**src/rtl/bmsd_pkg.sv**
```systemverilog
package bmsd_pkg;

   localparam int ADC_FULL_SCALE_DEF = 1024;

   // register indexes on the csr port
   localparam logic [1:0] CSR_LOW_CELL  = 2'd0;
   localparam logic [1:0] CSR_MEASURE   = 2'd1;
   localparam logic [1:0] CSR_SCREEN    = 2'd2;

   localparam logic [10:0] LOW_CELL_RST = 11'd300;
   localparam logic [15:0] MEASURE_RST  = 16'd1500;
   localparam logic [15:0] SCREEN_RST   = 16'd1000;

   localparam logic [3:0] SCREEN_LAST = 4'd9;

   // screen codes
   localparam logic [3:0] SCR_ALL   = 4'd0;
   localparam logic [3:0] SCR_PACK  = 4'd1;
   localparam logic [3:0] SCR_CEL1  = 4'd2;
   localparam logic [3:0] SCR_CELL1 = 4'd3;
   localparam logic [3:0] SCR_CEL2  = 4'd4;
   localparam logic [3:0] SCR_CELL2 = 4'd5;
   localparam logic [3:0] SCR_CEL3  = 4'd6;
   localparam logic [3:0] SCR_CELL3 = 4'd7;
   localparam logic [3:0] SCR_ON    = 4'd8;
   localparam logic [3:0] SCR_NET   = 4'd9;

   // letter patterns, active high, bit2 is the decimal point
   localparam logic [7:0] SEG_DP    = 8'h04;
   localparam logic [7:0] SEG_A     = 8'hF9;
   localparam logic [7:0] SEG_L     = 8'h83;
   localparam logic [7:0] SEG_E     = 8'h9B;
   localparam logic [7:0] SEG_C     = 8'h8B;
   localparam logic [7:0] SEG_P     = 8'hD9;
   localparam logic [7:0] SEG_N     = 8'hE9;
   localparam logic [7:0] SEG_BLANK = 8'h00;

   typedef struct packed {
      logic [3:0][7:0] seg;   // seg[0] is the leftmost digit
      logic [3:0]      mask;
   } disp_type;

   function automatic logic [7:0] digit_seg(input logic [3:0] d);
      logic [7:0] s;
      case (d)
         4'd0:    s = 8'hEB;
         4'd1:    s = 8'h60;
         4'd2:    s = 8'h5B;
         4'd3:    s = 8'h7A;
         4'd4:    s = 8'hF0;
         4'd5:    s = 8'hBA;
         4'd6:    s = 8'hBB;
         4'd7:    s = 8'hE8;
         4'd8:    s = 8'hFB;
         4'd9:    s = 8'hFA;
         default: s = 8'h00;
      endcase
      return s;
   endfunction

endpackage

```
**src/rtl/bmsd_tap_conv.sv**
```systemverilog
// floor(raw * 2000 / ADC_FULL_SCALE) by an exact reciprocal multiply, saturated at 2047
module bmsd_tap_conv #(
   parameter int ADC_FULL_SCALE = bmsd_pkg::ADC_FULL_SCALE_DEF
) (
   input  logic [9:0]  raw,
   output logic [10:0] cv
);
   // raw * 2000 stays below 2^21; shift of 21 + ceil(log2 d) makes the
   // rounded-up reciprocal exact over that range
   localparam int SHIFT = 21 + $clog2(ADC_FULL_SCALE);
   localparam longint unsigned RECIP =
      ((64'd1 << SHIFT) + 64'(ADC_FULL_SCALE) - 64'd1) / 64'(ADC_FULL_SCALE);
   localparam longint unsigned COEF = 64'd2000 * RECIP;
   localparam int COEF_W = $clog2(COEF + 64'd1);
   localparam int PROD_W = 10 + COEF_W;

   logic [PROD_W-1:0] prod;
   logic [PROD_W-1:0] quot;

   assign prod = PROD_W'(raw) * PROD_W'(COEF);
   assign quot = prod >> SHIFT;
   assign cv   = (quot > PROD_W'(2047)) ? 11'd2047 : quot[10:0];

endmodule

```
**src/rtl/bmsd_display.sv**
```systemverilog
module bmsd_display (
   input  logic [3:0]         screen,
   input  logic signed [11:0] cell1,
   input  logic signed [11:0] cell2,
   input  logic signed [11:0] cell3,
   input  logic [10:0]        pack,
   input  logic               net_sw,
   output bmsd_pkg::disp_type disp
);
   logic signed [11:0] shown;
   logic [10:0] v;
   logic [22:0] ip_prod;
   logic [4:0]  ip;
   logic [6:0]  fr;
   logic [14:0] frt_prod;
   logic [3:0]  fr_tens;
   logic [3:0]  fr_ones;
   logic [3:0]  ip_tens;
   logic [3:0]  ip_ones;
   logic [12:0] ip_x100;
   logic [7:0]  ft_x10;
   bmsd_pkg::disp_type volts;

   always_comb begin
      case (screen)
         bmsd_pkg::SCR_CELL1: shown = cell1;
         bmsd_pkg::SCR_CELL2: shown = cell2;
         bmsd_pkg::SCR_CELL3: shown = cell3;
         default:             shown = {1'b0, pack};
      endcase
   end

   // negative cells read as zero
   assign v = shown[11] ? 11'd0 : shown[10:0];

   // v / 100 and v % 10 style splits by reciprocal multiply
   assign ip_prod  = 23'(v) * 23'd2622;
   assign ip       = ip_prod[22:18];
   assign ip_x100  = 13'(ip) * 13'd100;
   assign fr       = 7'(13'(v) - ip_x100);
   assign frt_prod = 15'(fr) * 15'd205;
   assign fr_tens  = frt_prod[14:11];
   assign ft_x10   = 8'(fr_tens) * 8'd10;
   assign fr_ones  = 4'(8'(fr) - ft_x10);

   always_comb begin
      if (ip >= 5'd20)      ip_tens = 4'd2;
      else if (ip >= 5'd10) ip_tens = 4'd1;
      else                  ip_tens = 4'd0;
      ip_ones = 4'(ip - 5'(ip_tens) * 5'd10);
   end

   always_comb begin
      volts.seg[0] = (ip_tens == 4'd0) ? bmsd_pkg::SEG_BLANK : bmsd_pkg::digit_seg(ip_tens);
      volts.seg[1] = bmsd_pkg::digit_seg(ip_ones) | bmsd_pkg::SEG_DP;
      volts.seg[2] = bmsd_pkg::digit_seg(fr_tens);
      volts.seg[3] = bmsd_pkg::digit_seg(fr_ones);
      volts.mask   = 4'hF;
   end

   always_comb begin
      disp = '0;
      case (screen)
         bmsd_pkg::SCR_ALL: begin
            disp.seg = {bmsd_pkg::SEG_BLANK, bmsd_pkg::SEG_L, bmsd_pkg::SEG_L,
                        bmsd_pkg::SEG_A};
            disp.mask = 4'b0111;
         end
         bmsd_pkg::SCR_CEL1: begin
            disp.seg = {bmsd_pkg::digit_seg(4'd1), bmsd_pkg::SEG_L, bmsd_pkg::SEG_E,
                        bmsd_pkg::SEG_C};
            disp.mask = 4'b1111;
         end
         bmsd_pkg::SCR_CEL2: begin
            disp.seg = {bmsd_pkg::digit_seg(4'd2), bmsd_pkg::SEG_L, bmsd_pkg::SEG_E,
                        bmsd_pkg::SEG_C};
            disp.mask = 4'b1111;
         end
         bmsd_pkg::SCR_CEL3: begin
            disp.seg = {bmsd_pkg::digit_seg(4'd3), bmsd_pkg::SEG_L, bmsd_pkg::SEG_E,
                        bmsd_pkg::SEG_C};
            disp.mask = 4'b1111;
         end
         bmsd_pkg::SCR_PACK,
         bmsd_pkg::SCR_CELL1,
         bmsd_pkg::SCR_CELL2,
         bmsd_pkg::SCR_CELL3: disp = volts;
         bmsd_pkg::SCR_ON: begin
            disp.seg = {bmsd_pkg::SEG_BLANK, bmsd_pkg::SEG_BLANK, bmsd_pkg::SEG_N,
                        bmsd_pkg::digit_seg(4'd0)};
            disp.mask = 4'b0011;
         end
         bmsd_pkg::SCR_NET: begin
            if (net_sw) begin
               disp.seg = {bmsd_pkg::SEG_BLANK, bmsd_pkg::SEG_C,
                           bmsd_pkg::digit_seg(4'd0), bmsd_pkg::SEG_L};
            end else begin
               disp.seg = {bmsd_pkg::SEG_BLANK, bmsd_pkg::SEG_E,
                           bmsd_pkg::digit_seg(4'd1), bmsd_pkg::SEG_P};
            end
            disp.mask = 4'b0111;
         end
         default: disp = '0;
      endcase
   end

endmodule

```
**src/rtl/battery_monitor_seven_segment_display_core.sv**
```systemverilog
// Battery monitor display core. Every request is one millisecond tick with three
// cumulative ADC taps and the network switch; every request yields exactly one
// response with the four segment patterns, digit mask and screen index of the
// current screen (taken from the state before the tick), plus the alarm and the
// latched cell and pack centivolts after the tick. One request per cycle is
// sustained: a request is registered, converted and displayed by single-cycle
// logic and written to the response register, so throughput is set only by
// rsp_tready. Registers are to be written through the csr port only while no
// request is in flight; the block itself does not enforce this.
module battery_monitor_seven_segment_display_core #(
   parameter int ADC_FULL_SCALE = bmsd_pkg::ADC_FULL_SCALE_DEF
) (
   input  logic        clock,
   input  logic        reset,
   input  logic        req_tvalid,
   output logic        req_tready,
   // [9:0] adc_tap1, [19:10] adc_tap2, [29:20] adc_tap3, [30] net_sel
   input  logic [31:0] req_tdata,
   output logic        rsp_tvalid,
   input  logic        rsp_tready,
   // [7:0] seg_digit0, [15:8] seg_digit1, [23:16] seg_digit2, [31:24] seg_digit3,
   // [35:32] digit_mask, [36] buzzer_on, [40:37] screen_index, [52:41] cell1_cv,
   // [64:53] cell2_cv, [76:65] cell3_cv, [87:77] pack_cv
   output logic [87:0] rsp_tdata,
   input  logic        csr_we,
   input  logic [1:0]  csr_addr,
   input  logic [15:0] csr_wdata
);
   logic        in_valid_ff;
   logic [30:0] in_data_ff;
   logic        rsp_valid_ff;
   logic [87:0] rsp_data_ff;
   logic        adv;

   logic [10:0] low_cell_ff;
   logic [15:0] meas_period_ff;
   logic [15:0] scr_period_ff;

   logic [3:0]  scr_ff, scr_in;
   logic [15:0] scr_ms_ff, scr_ms_in;
   logic [15:0] meas_ms_ff, meas_ms_in;
   logic signed [11:0] cell1_ff, cell2_ff, cell3_ff;
   logic signed [11:0] cell1_in, cell2_in, cell3_in;
   logic        alarm_ff, alarm_in;

   logic [15:0] scr_elapsed, meas_elapsed;
   logic        scr_fire, meas_fire;
   logic [10:0] t1, t2, t3;
   logic signed [12:0] thr;
   logic [12:0] pack_now_sum, pack_next_sum;
   logic [87:0] rsp_data_in;
   bmsd_pkg::disp_type disp;

   assign adv        = in_valid_ff && (!rsp_valid_ff || rsp_tready);
   assign req_tready = !in_valid_ff || adv;
   assign rsp_tvalid = rsp_valid_ff;
   assign rsp_tdata  = rsp_data_ff;

   always_ff @(posedge clock) begin
      if (reset) begin
         in_valid_ff  <= 1'b0;
         rsp_valid_ff <= 1'b0;
      end else begin
         if (req_tready) in_valid_ff <= req_tvalid;
         if (!rsp_valid_ff || rsp_tready) rsp_valid_ff <= in_valid_ff;
      end
   end

   always_ff @(posedge clock) begin
      if (req_tready && req_tvalid) in_data_ff <= req_tdata[30:0];
      if (adv) rsp_data_ff <= rsp_data_in;
   end

   always_ff @(posedge clock) begin
      if (reset) begin
         low_cell_ff    <= bmsd_pkg::LOW_CELL_RST;
         meas_period_ff <= bmsd_pkg::MEASURE_RST;
         scr_period_ff  <= bmsd_pkg::SCREEN_RST;
      end else if (csr_we) begin
         case (csr_addr)
            bmsd_pkg::CSR_LOW_CELL: low_cell_ff    <= csr_wdata[10:0];
            bmsd_pkg::CSR_MEASURE:  meas_period_ff <= csr_wdata;
            bmsd_pkg::CSR_SCREEN:   scr_period_ff  <= csr_wdata;
            default: ;
         endcase
      end
   end

   bmsd_tap_conv #(.ADC_FULL_SCALE(ADC_FULL_SCALE)) u_tap1 (
      .raw(in_data_ff[9:0]),   .cv(t1));
   bmsd_tap_conv #(.ADC_FULL_SCALE(ADC_FULL_SCALE)) u_tap2 (
      .raw(in_data_ff[19:10]), .cv(t2));
   bmsd_tap_conv #(.ADC_FULL_SCALE(ADC_FULL_SCALE)) u_tap3 (
      .raw(in_data_ff[29:20]), .cv(t3));

   // cells always sum to the pack tap, 0..2047
   assign pack_now_sum = 13'(cell1_ff) + 13'(cell2_ff) + 13'(cell3_ff);

   bmsd_display u_disp (
      .screen (scr_ff),
      .cell1  (cell1_ff),
      .cell2  (cell2_ff),
      .cell3  (cell3_ff),
      .pack   (pack_now_sum[10:0]),
      .net_sw (in_data_ff[30]),
      .disp   (disp)
   );

   // elapsed counters saturate at all ones
   assign scr_elapsed  = (scr_ms_ff == 16'hFFFF) ? 16'hFFFF : scr_ms_ff + 16'd1;
   assign meas_elapsed = (meas_ms_ff == 16'hFFFF) ? 16'hFFFF : meas_ms_ff + 16'd1;
   assign scr_fire     = scr_elapsed > scr_period_ff;
   assign meas_fire    = meas_elapsed > meas_period_ff;
   assign thr          = $signed({2'b00, low_cell_ff});

   always_comb begin
      scr_in     = scr_ff;
      scr_ms_in  = scr_elapsed;
      meas_ms_in = meas_elapsed;
      cell1_in   = cell1_ff;
      cell2_in   = cell2_ff;
      cell3_in   = cell3_ff;
      alarm_in   = alarm_ff;
      if (scr_fire) begin
         scr_in    = (scr_ff >= bmsd_pkg::SCREEN_LAST) ? 4'd0 : scr_ff + 4'd1;
         scr_ms_in = 16'd0;
      end
      if (meas_fire) begin
         cell1_in   = $signed({1'b0, t1});
         cell2_in   = $signed({1'b0, t2}) - $signed({1'b0, t1});
         cell3_in   = $signed({1'b0, t3}) - $signed({1'b0, t2});
         alarm_in   = ($signed({cell1_in[11], cell1_in}) < thr) ||
                      ($signed({cell2_in[11], cell2_in}) < thr) ||
                      ($signed({cell3_in[11], cell3_in}) < thr);
         meas_ms_in = 16'd0;
      end
   end

   assign pack_next_sum = 13'(cell1_in) + 13'(cell2_in) + 13'(cell3_in);

   assign rsp_data_in = {pack_next_sum[10:0], cell3_in, cell2_in, cell1_in, scr_ff,
                         alarm_in, disp.mask, disp.seg[3], disp.seg[2], disp.seg[1],
                         disp.seg[0]};

   always_ff @(posedge clock) begin
      if (reset) begin
         scr_ff     <= 4'd0;
         scr_ms_ff  <= 16'd0;
         meas_ms_ff <= 16'd0;
         cell1_ff   <= 12'sd0;
         cell2_ff   <= 12'sd0;
         cell3_ff   <= 12'sd0;
         alarm_ff   <= 1'b0;
      end else if (adv) begin
         scr_ff     <= scr_in;
         scr_ms_ff  <= scr_ms_in;
         meas_ms_ff <= meas_ms_in;
         cell1_ff   <= cell1_in;
         cell2_ff   <= cell2_in;
         cell3_ff   <= cell3_in;
         alarm_ff   <= alarm_in;
      end
   end

   a_screen_range: assert property (@(posedge clock) disable iff (reset)
      scr_ff <= bmsd_pkg::SCREEN_LAST)
      else $error("screen counter out of range");

   a_stall_only_on_backpressure: assert property (@(posedge clock) disable iff (reset)
      !req_tready |-> (rsp_tvalid && !rsp_tready))
      else $error("request stalled without response backpressure");

   a_pack_is_sum: assert property (@(posedge clock) disable iff (reset)
      rsp_tvalid |-> (rsp_tdata[87:77] ==
         11'(rsp_tdata[52:41] + rsp_tdata[64:53] + rsp_tdata[76:65])))
      else $error("pack field differs from sum of cells");

   a_alarm_on_measure: assert property (@(posedge clock) disable iff (reset)
      (alarm_ff != $past(alarm_ff)) |-> (meas_ms_ff == 16'd0))
      else $error("alarm changed outside a measurement");

endmodule
```
**config.mk**
```make
export PLATFORM = sky130hd
export DESIGN_NAME = battery_monitor_seven_segment_display_core
export DESIGN_NICKNAME = d
export VERILOG_FILES = /design/src/rtl/bmsd_pkg.sv /design/src/rtl/bmsd_tap_conv.sv /design/src/rtl/bmsd_display.sv /design/src/rtl/battery_monitor_seven_segment_display_core.sv
export SDC_FILE = /design/constraint.sdc
export NUM_CORES = 1
export LEC_CHECK = 0
export ABC_AREA = 0
export BUFFER_PORTS_ARGS = -buffer_cell sky130_fd_sc_hd__buf_2
export CORE_ASPECT_RATIO = 0.9
export CORE_UTILIZATION = 63
export CTS_CLUSTER_DIAMETER = 150
export CTS_CLUSTER_SIZE = 16
export DETAILED_ROUTE_END_ITERATION = 16
export GPL_ROUTABILITY_DRIVEN = 1
export PLACE_DENSITY = 0.83
export SETUP_SLACK_MARGIN = 0.3
export SLEW_MARGIN = 0
export SYNTH_ARGS = -nofsm -noshare
export SYNTH_HDL_FRONTEND = slang
export SYNTH_SLANG_ARGS = --single-unit
```
**constraint.sdc**
```tcl
create_clock -name clock -period 15.8 [get_ports clock]
set_input_delay 3.16 -clock clock [delete_from_list [all_inputs] [get_ports clock]]
set_output_delay 3.16 -clock clock [all_outputs]
set_load 0.005 [all_outputs]
```
==> results of run 1 <==
flip-flops by register name (all words and copies together) (netlist names):
signal	cells
cell1_ff	12
alarm_ff	1
rsp_tdata	84
in_valid_ff	1
scr_period_ff	16
meas_ms_ff	16
scr_ff	4
meas_period_ff	16
low_cell_ff	11
rsp_tvalid	1
in_data_ff	31
scr_ms_ff	16
cell2_ff	12
cell3_ff	12
worst paths after layout:
path	start	end	slack, ns	cells past startpoint
worst min-delay path	low_cell_ff[7]$_SDFFE_PP0P_	low_cell_ff[7]$_SDFFE_PP0P_	0.46	2
worst max-delay path	cell1_ff[2]$_SDFFE_PP0P_	rsp_tdata[28]$_DFFE_PP_	1.17	58
worst min register to register	low_cell_ff[7]$_SDFFE_PP0P_	low_cell_ff[7]$_SDFFE_PP0P_	0.46	2
worst max register to register	cell1_ff[2]$_SDFFE_PP0P_	rsp_tdata[28]$_DFFE_PP_	1.17	58
logic make-up (layout without fill, tap and decap cells):
family | after synthesis | after routing | share of synthesized area, %
other | 1 | 3 | 0.0173
AO/OA/AOI/OAI | 434 | 434 | 13.1
multiplexers | 33 | 33 | 1.61
buffers and inverters | 389 | 509 | 6.84
flip-flops | 233 | 233 | 26.9
adder cells (fa/ha/maj) | 513 | 513 | 35.2
XOR/XNOR | 111 | 111 | 4.65
AND/OR/NAND/NOR | 556 | 556 | 11.6
metrics by stage:
stage	area (sq um)	total power [mW]	hold slack (ns)	utilization [%]	setup slack (ns)
floorplan	21600	3.18	0.436	-	2.43
global placement	22700	3.92	0.444	68.2	1.22
detailed placement	22700	4.04	0.448	68.2	0.861
CTS	23300	4.50	0.458	69.8	0.766
global route	23300	4.97	0.479	69.9	0.316
finish	23300	4.56	0.456	69.9	1.17
what timing repair did:
action                     CTS  global route
gates resized for setup      0             6
setup endpoints to repair    0             7
setup buffers                0             0
hold endpoints to repair     0             0
critical path: cells and delay by family, from the launching register on:
family / cells / cell delay, ns
multiplexers: 2 / 0.51
XOR/XNOR: 7 / 1.59
AND/OR/NAND/NOR: 6 / 0.80
flip-flops: 1 / 0.41
adder cells (fa/ha/maj): 16 / 6.28
buffers and inverters: 9 / 0.81
AO/OA/AOI/OAI: 18 / 3.97
routing by layer:
layer	track usage (%)	share of wire (%)	vias up	routed length, um
met4	7.59	2.6	2	1280
met1	35.9	42	7901	20500
met2	51.0	50	476	24400
li1	-	-	7944	-
met3	3.27	5.4	94	2610
met5	0	0.023	-	11
layout make-up:
class / instances / area (sq um)
clock inverters: 1 / 8.76
repair buffers: 154 / 808
fillers: 2468 / 10000
flip-flops and latches: 233 / 5820
multi-input cells: 1650 / 14400
inverters: 324 / 1220
clock buffers: 30 / 517
well taps: 455 / 569
power groups by stage:
stage | Sequential, mW | Clock (mW) | Combinational (mW)
3_5_place_dp | 0.680 | 0 | 3.35
5_1_grt | 0.669 | 0.476 | 3.83
2_1_floorplan | 0.678 | 0 | 2.50
3_3_place_gp | 0.679 | 0 | 3.24
4_1_cts | 0.667 | 0.454 | 3.38
6_report | 0.666 | 0.448 | 3.45
placed cells by master (no fill, tap or decap), types with 15 or more instances in the layout:
cell / synthesis / routed
ha_1: 354 / 354
inv_1: 323 / 322
nand2_1: 241 / 241
fa_1: 159 / 159
a21oi_1: 152 / 151
buf_2: 2 / 139
nor2_1: 133 / 132
dfxtp_1: 118 / 118
edfxtp_1: 115 / 115
xnor2_1: 81 / 80
o21ai_0: 72 / 71
nand3_1: 35 / 35
nor2b_1: 28 / 28
o21a_1: 27 / 27
xor2_1: 28 / 27
a21o_1: 25 / 25
a211o_1: 24 / 24
nor3_1: 22 / 22
mux2i_1: 22 / 22
clkbuf_16: 0 / 19
nand4_1: 18 / 18
nand2b_1: 16 / 16
buf_4: 4 / 15
==> summary by stage, run 1 <==
Place
Buffers placed on the I/O ports in this run total 140. The post-placement cell count is 2816. Detailed placement ended at an HPWL of between 30000 and 40000 um.

The congestion estimate from routability-driven global placement came to ~0.95.

STA
At the pin with the least slew margin, the transition time is 1.09 ns. The highest clock rate is 68.3 MHz. The final-report max-slew violation count is 0. The number of endpoints failing setup at the final stage is 0. In the final timing run, aggregate negative setup slack is 0 ns. The post-route clock period utilization is 92.6%.

The worst slew slack as a fraction of its limit is 26.8%. The clock period minus final worst setup slack is 14.63 ns. The final hold violation count is 0. The clock arrives with 0.0171 ns of skew. Setup repair after global routing left no endpoint under its margin.

Yosys
The cell area that synthesis handed to floorplanning was 0.0216 sq mm. The largest area contributor in the synthesized netlist is ha_1. The commonest cells after synthesis are ha_1, inv_1, nand2_1. Among all flip-flop cells after synthesis, the most frequent one is dfxtp_1. The async set-or-reset flop fraction in the synthesized netlist is 0%. The area fraction of the dominant cell type after synthesis is 20.5%. After synthesis, the cell types taking the most area are ha_1, edfxtp_1, fa_1.

The warning count from the yosys run is 0. Yosys instantiated no cell more often than ha_1. In this run the mean area of a mapped cell was 9.52 sq um. After synthesis the netlist holds a flip-flop and latch count of between 200 and 250. Synthesis produced a netlist whose cell count is 2270. The sequential-to-total area share from yosys stat is ~27%. In this run, synthesis inferred around 120 flip-flops with an integrated enable. The post-synthesis cell type count is 83.

Worst setup path
The biggest cell delay along the critical path is 0.54 ns. Among all stages on the critical path, the largest delay is contributed by fa_1. The startpoint class of the critical path is a flip-flop. The cell occurring most often along the worst timing path is inv_1. STA classifies the critical path endpoint as a flip-flop. In this run the worst path has a maximum fanout of 8. STA puts the critical path data required time at 16.05 ns. The setup path with the least slack is of type flip-flop to flip-flop. For the worst setup path, the data arrival time is 14.89 ns.

Clocking
The number of H-tree branching levels is 1. The root buffer cell chosen for the clock tree is clkbuf_16. The total number of clock tree sinks is ~230. The clock reaches the later pin of the worst-skew pair after 0.52 ns. The maximum buffer depth of the clock tree is 3.

In this run, CTS created clock tree buffers numbering 18. TritonCTS built the clock tree. The CTS clock-pin slew for the worst setup and hold paths is 0.08 ns.

Hold repair after CTS inserted 0 buffers.

Power
Sequential cells account for about 15% of the total power. The internal portion of the total power is 2.27 mW. Combinational cells account for 75.6% of the total power. The switching part of the total power is about half. For this design the total switching power over the nets is 2.29 mW. Per report_power, the clock group accounts for under 10% of the total. Across the VDD grid, the largest voltage drop is 344 uV. The leakage dissipation is between 10 and 15 nW. The power density over the cells is 196 mW/mm^2.

GRT
The initial antenna violation count came to 1. The via count of the first global-routing pass was 16.4k. The wire length of the first global-routing pass is 79900 um. The total overflow left after global routing is 0. The overall fraction of global-route tracks in use is between 20% and 30%. The largest net degree at the start of global routing is 102.

Floorplanning
The number of top-level pins is roughly 150. The overall die width is 197 um. The row count is 63. The die outline area is 0.0351 sq mm. The floorplan core area is approximately 0.033 sq mm.

The floorplan step set the die height to ~180 um. Once the floorplan was initialized, standard cells occupied 64.8% of the core.

Layout
The fraction of final layout cells with drive strength greater than 1 is 8.82%. For this run, the number of standard cells in the final layout without fillers is 2847. At the end of the flow, the number of nets in the layout was around 2.9k.

The number of antenna diodes in the final layout is 0. The synthesis-to-finish area growth is 7.81%.

Routing
The post-detailed-route wirelength per cell is 17.1 um. The vias after detailed routing is ~16k. Once detail routing completed, the nets flagged for antenna violations numbered 0.

The number of violations reported at the end of detailed-routing iteration 0 is 1187. After detailed routing, the total wire length is 48700 um. For this run, the detailed router's first-pass iteration total came to 6. For this run, design rule violations remaining after detail routing come to 0.

In the routed layout, each cell is associated on average with a via count of between 5 and 6.

Hold path
The classification of the worst-slack hold path is flip-flop to flip-flop.

Status
The run finished with clean final reports.

Flow run
The max-capacitance violation count is 0.
Power figures use the tool's default switching activity.
==> run 2: changes to the inputs <==
CORE_MARGIN = 1.5   (was default)
CORE_UTILIZATION = 40   (was 63)
PLACE_DENSITY = default   (was 0.83)
==> run 2 against run 1 <==
  * Worst hold slack better by 0.0025 ns
  * Combinational power is 1% higher
  * Critical path type unchanged
  * Sequential share of layout area is 0.32 points lower
  * Clock skew rose by 0.0012 ns
  * Highest routed layer is now met4
  * Sequential cell count unchanged
  * Critical endpoint unchanged
  * Cell area is 1.3% higher
  * Final cell count is 8.5% higher
  * Setup slack better by 0.097 ns
  * The flow now finishes with violations (DRC)
  * Sequential power hardly changed
==> summary by stage, run 2 (synthesized netlist as in run 1, its figures left out) <==
STA
The final hold violation count is 0 (unchanged). The highest clock rate is 68.8 MHz (was 68.3 MHz). The final worst setup slack is 1.26 ns (was 1.17 ns). Unrepaired setup endpoints after global routing: no (unchanged). The setup TNS is 0 ns (unchanged). The worst clock skew came to 0.0183 ns (was 0.0171 ns).

The worst slew slack as a fraction of its limit was 23.1% (was 26.8%). The number of endpoints failing setup at the final stage is 0 (unchanged). The post-route clock period utilization is 92.0% (was 92.6%).

The slew at the pin with the worst max-slew slack is 1.15 ns (was 1.09 ns). The worst hold margin is 0.458 ns (was 0.456 ns). The clock period minus final worst setup slack is 14.54 ns (was 14.63 ns). The final-report max-slew violation count is 0 (unchanged).

Worst setup path
The biggest cell delay along the critical path is 0.53 ns (was 0.54 ns). The worst setup path category is flip-flop to flip-flop (unchanged). The endpoint of the most critical register-to-register path is rsp_tdata[28]$_DFFE_PP_ (unchanged). The maximum net fanout on the critical path is 8 (unchanged).

The dominant delay contributor by cell family on the critical path was adder cells (unchanged). The reg-to-reg setup timing slack is 1.26 ns (was 1.17 ns). The arrival time at the worst endpoint came to 14.81 ns (was 14.89 ns).

The worst-case reg-to-reg path depth was 59 (was 58). The buffers plus inverters on the worst setup path came to 9 (unchanged). The startpoint of the most critical register-to-register path is cell1_ff[2]$_SDFFE_PP0P_ (unchanged). The startpoint class of the critical path was a flip-flop (unchanged). The cell with the biggest individual delay on the critical path is fa_1 (unchanged). The category of the worst setup path capture point is a flip-flop (unchanged). The required time at the endpoint of the critical path is 16.07 ns (was 16.05 ns). The critical path depth was 59 (was 58).

Routing
The number of violations reported at the end of detailed-routing iteration 0 was 783 (was 1187). The number of DRC violations after detailed routing came to 4 (was 0). The number of nets still failing antenna checks after routing is 0 (unchanged). The sum of routed wire length over all layers is 49500 um (was 48700 um). The number of iterations in the first detailed-routing pass is 12 (was 6).

The post-detailed-route wirelength per cell is 16.0 um (was 17.1 um). The via density per instance is 5.15 (was 5.77). The vias after detailed routing came to 15.9k (was 16.4k).

Flow run
The max-capacitance violation count was 0 (unchanged).

Clocking
The cell at the root of the clock tree is clkbuf_16 (unchanged). The insertion delay to the later sink of the worst-skew pair was 0.53 ns (was 0.52 ns). The TritonCTS clock tree is yes (unchanged). The total CTS buffers is 18 (unchanged). The number of resized instances in the post-cts repair step is 0 (unchanged). The post-cts hold buffer count is 0 (unchanged). The maximum buffer depth of the clock tree is 3 (unchanged).

The number of H-tree branching levels is 1 (unchanged). The buffer count from post-CTS setup fixing is 0 (unchanged). The CTS clock-pin slew for the worst setup and hold paths is 0.08 ns (about the same).

The total number of clock tree sinks is 233 (unchanged).

Power
The total design power is 4.63 mW (was 4.56 mW). The worst ir drop on vdd came to 274 uV (was 344 uV). The leakage dissipation is 11.5 nW (about the same). The power density over the cells is 196 mW/mm^2 (about the same).

Hold path
The sink of the worst hold path was scr_period_ff[1]$_SDFFE_PP0P_ (was low_cell_ff[7]$_SDFFE_PP0P_). The classification of the worst-slack hold path is flip-flop to flip-flop (unchanged). The hold path startpoint is scr_period_ff[1]$_SDFFE_PP0P_ (was low_cell_ff[7]$_SDFFE_PP0P_). The number of stages on the worst hold path was 2 (unchanged).

Place
The sum of net half-perimeters after detailed placement is 40300 um (was 38600 um). The post-placement cell count was 3057 (was 2816). The number of port buffers is 140 (unchanged). The final RePlAce weighted congestion is 0.903 (was 0.950).

The post-place setup slack is 1.07 ns (was 0.861 ns).

Floorplanning
The starting utilization of the core area came to 40.7% (was 64.8%). The number of top-level pins came to 145 (unchanged). The die outline area was 0.0554 sq mm (was 0.0351 sq mm). The die boundary height is 224 um (was 178 um). The floorplan core area came to 0.0532 sq mm (was 0.0333 sq mm).

The row count is 80 (was 63). The overall die width is 248 um (was 197 um).

Layout
The post-route non-filler standard cell count came to 3088 (was 2847). Highest-count cells in the layout ignoring fill and taps: ha_1, inv_1, nand2_1 (unchanged). The leading cell type in the layout, fill and taps excluded is ha_1 (unchanged).

The number of flip-flops in the largest register was 84 (unchanged). The number of nets in the layout is 2948 (was 2949). The fraction of final layout cells with drive strength greater than 1 is 8.87% (was 8.82%). The synthesis-to-finish area growth was 9.22% (was 7.81%).

The number of diodes added for antenna fixing is 0 (unchanged).

Status
The checks that failed: DRC. Status: finished with violations (was finished clean).

GRT
The total global routing overflow is 0 (unchanged). The via count of the first global-routing pass was 16.1k (was 16.4k). The largest net degree at the start of global routing is 68 (was 102). The initial antenna violation count is 0 (was 1).

The overall fraction of global-route tracks in use is 18.0% (was 28.3%). The wire length of the first global-routing pass is 80900 um (was 79900 um).
-- run 2: worst min-delay path, stage by stage (launching register included) --
cell     delay [ns]
dfxtp_1        0.31
nand2_1        0.05
a21oi_1        0.05
-- run 2: power breakdown --
part,internal (mW),switching (mW),total [mW]
registers,0.650,0.0163,0.666
clock network,0.228,0.229,0.457
logic,1.39,2.11,3.50
total,2.27,2.36,4.63
-- run 2: stage by stage --
stage | utilization, % | instance area, sq um
3_5_place_dp | 43.4 | 23000
6_report | 44.4 | 23600
5_1_grt | 44.4 | 23600
2_1_floorplan | - | 21600
4_1_cts | 44.4 | 23600
3_3_place_gp | 43.4 | 23000
-- run 2: layer usage --
metal  global-route usage [%]  part of all wire (%)  vias to the layer above
met1                     23.6                    45                     7670
li1                         -                     -                     7956
met2                     31.8                    49                      219
met5                        0                     0                        -
met4                     4.09                   2.3                        0
met3                     1.80                   2.9                       62
-- run 2: cell type report --
class | count | area [sq um]
inverter | 324 | 1220
clock buffer | 30 | 527
tap | 697 | 872
multi-input combinational | 1650 | 14400
timing repair buffer | 153 | 801
fill | 5133 | 29500
sequential | 233 | 5820
clock inverter | 1 | 6.26
-- run 2: worst max path at each step --
stage | from | to
after global routing | cell1_ff[2]$_SDFFE_PP0P_ | rsp_tdata[24]$_DFFE_PP_
final | cell1_ff[2]$_SDFFE_PP0P_ | rsp_tdata[28]$_DFFE_PP_
after global placement | cell1_ff[2]$_SDFFE_PP0P_ | rsp_tdata[24]$_DFFE_PP_
after detailed placement | cell1_ff[2]$_SDFFE_PP0P_ | rsp_tdata[28]$_DFFE_PP_
after floorplan | cell1_ff[1]$_SDFFE_PP0P_ | rsp_tdata[24]$_DFFE_PP_
after CTS | cell1_ff[2]$_SDFFE_PP0P_ | rsp_tdata[28]$_DFFE_PP_
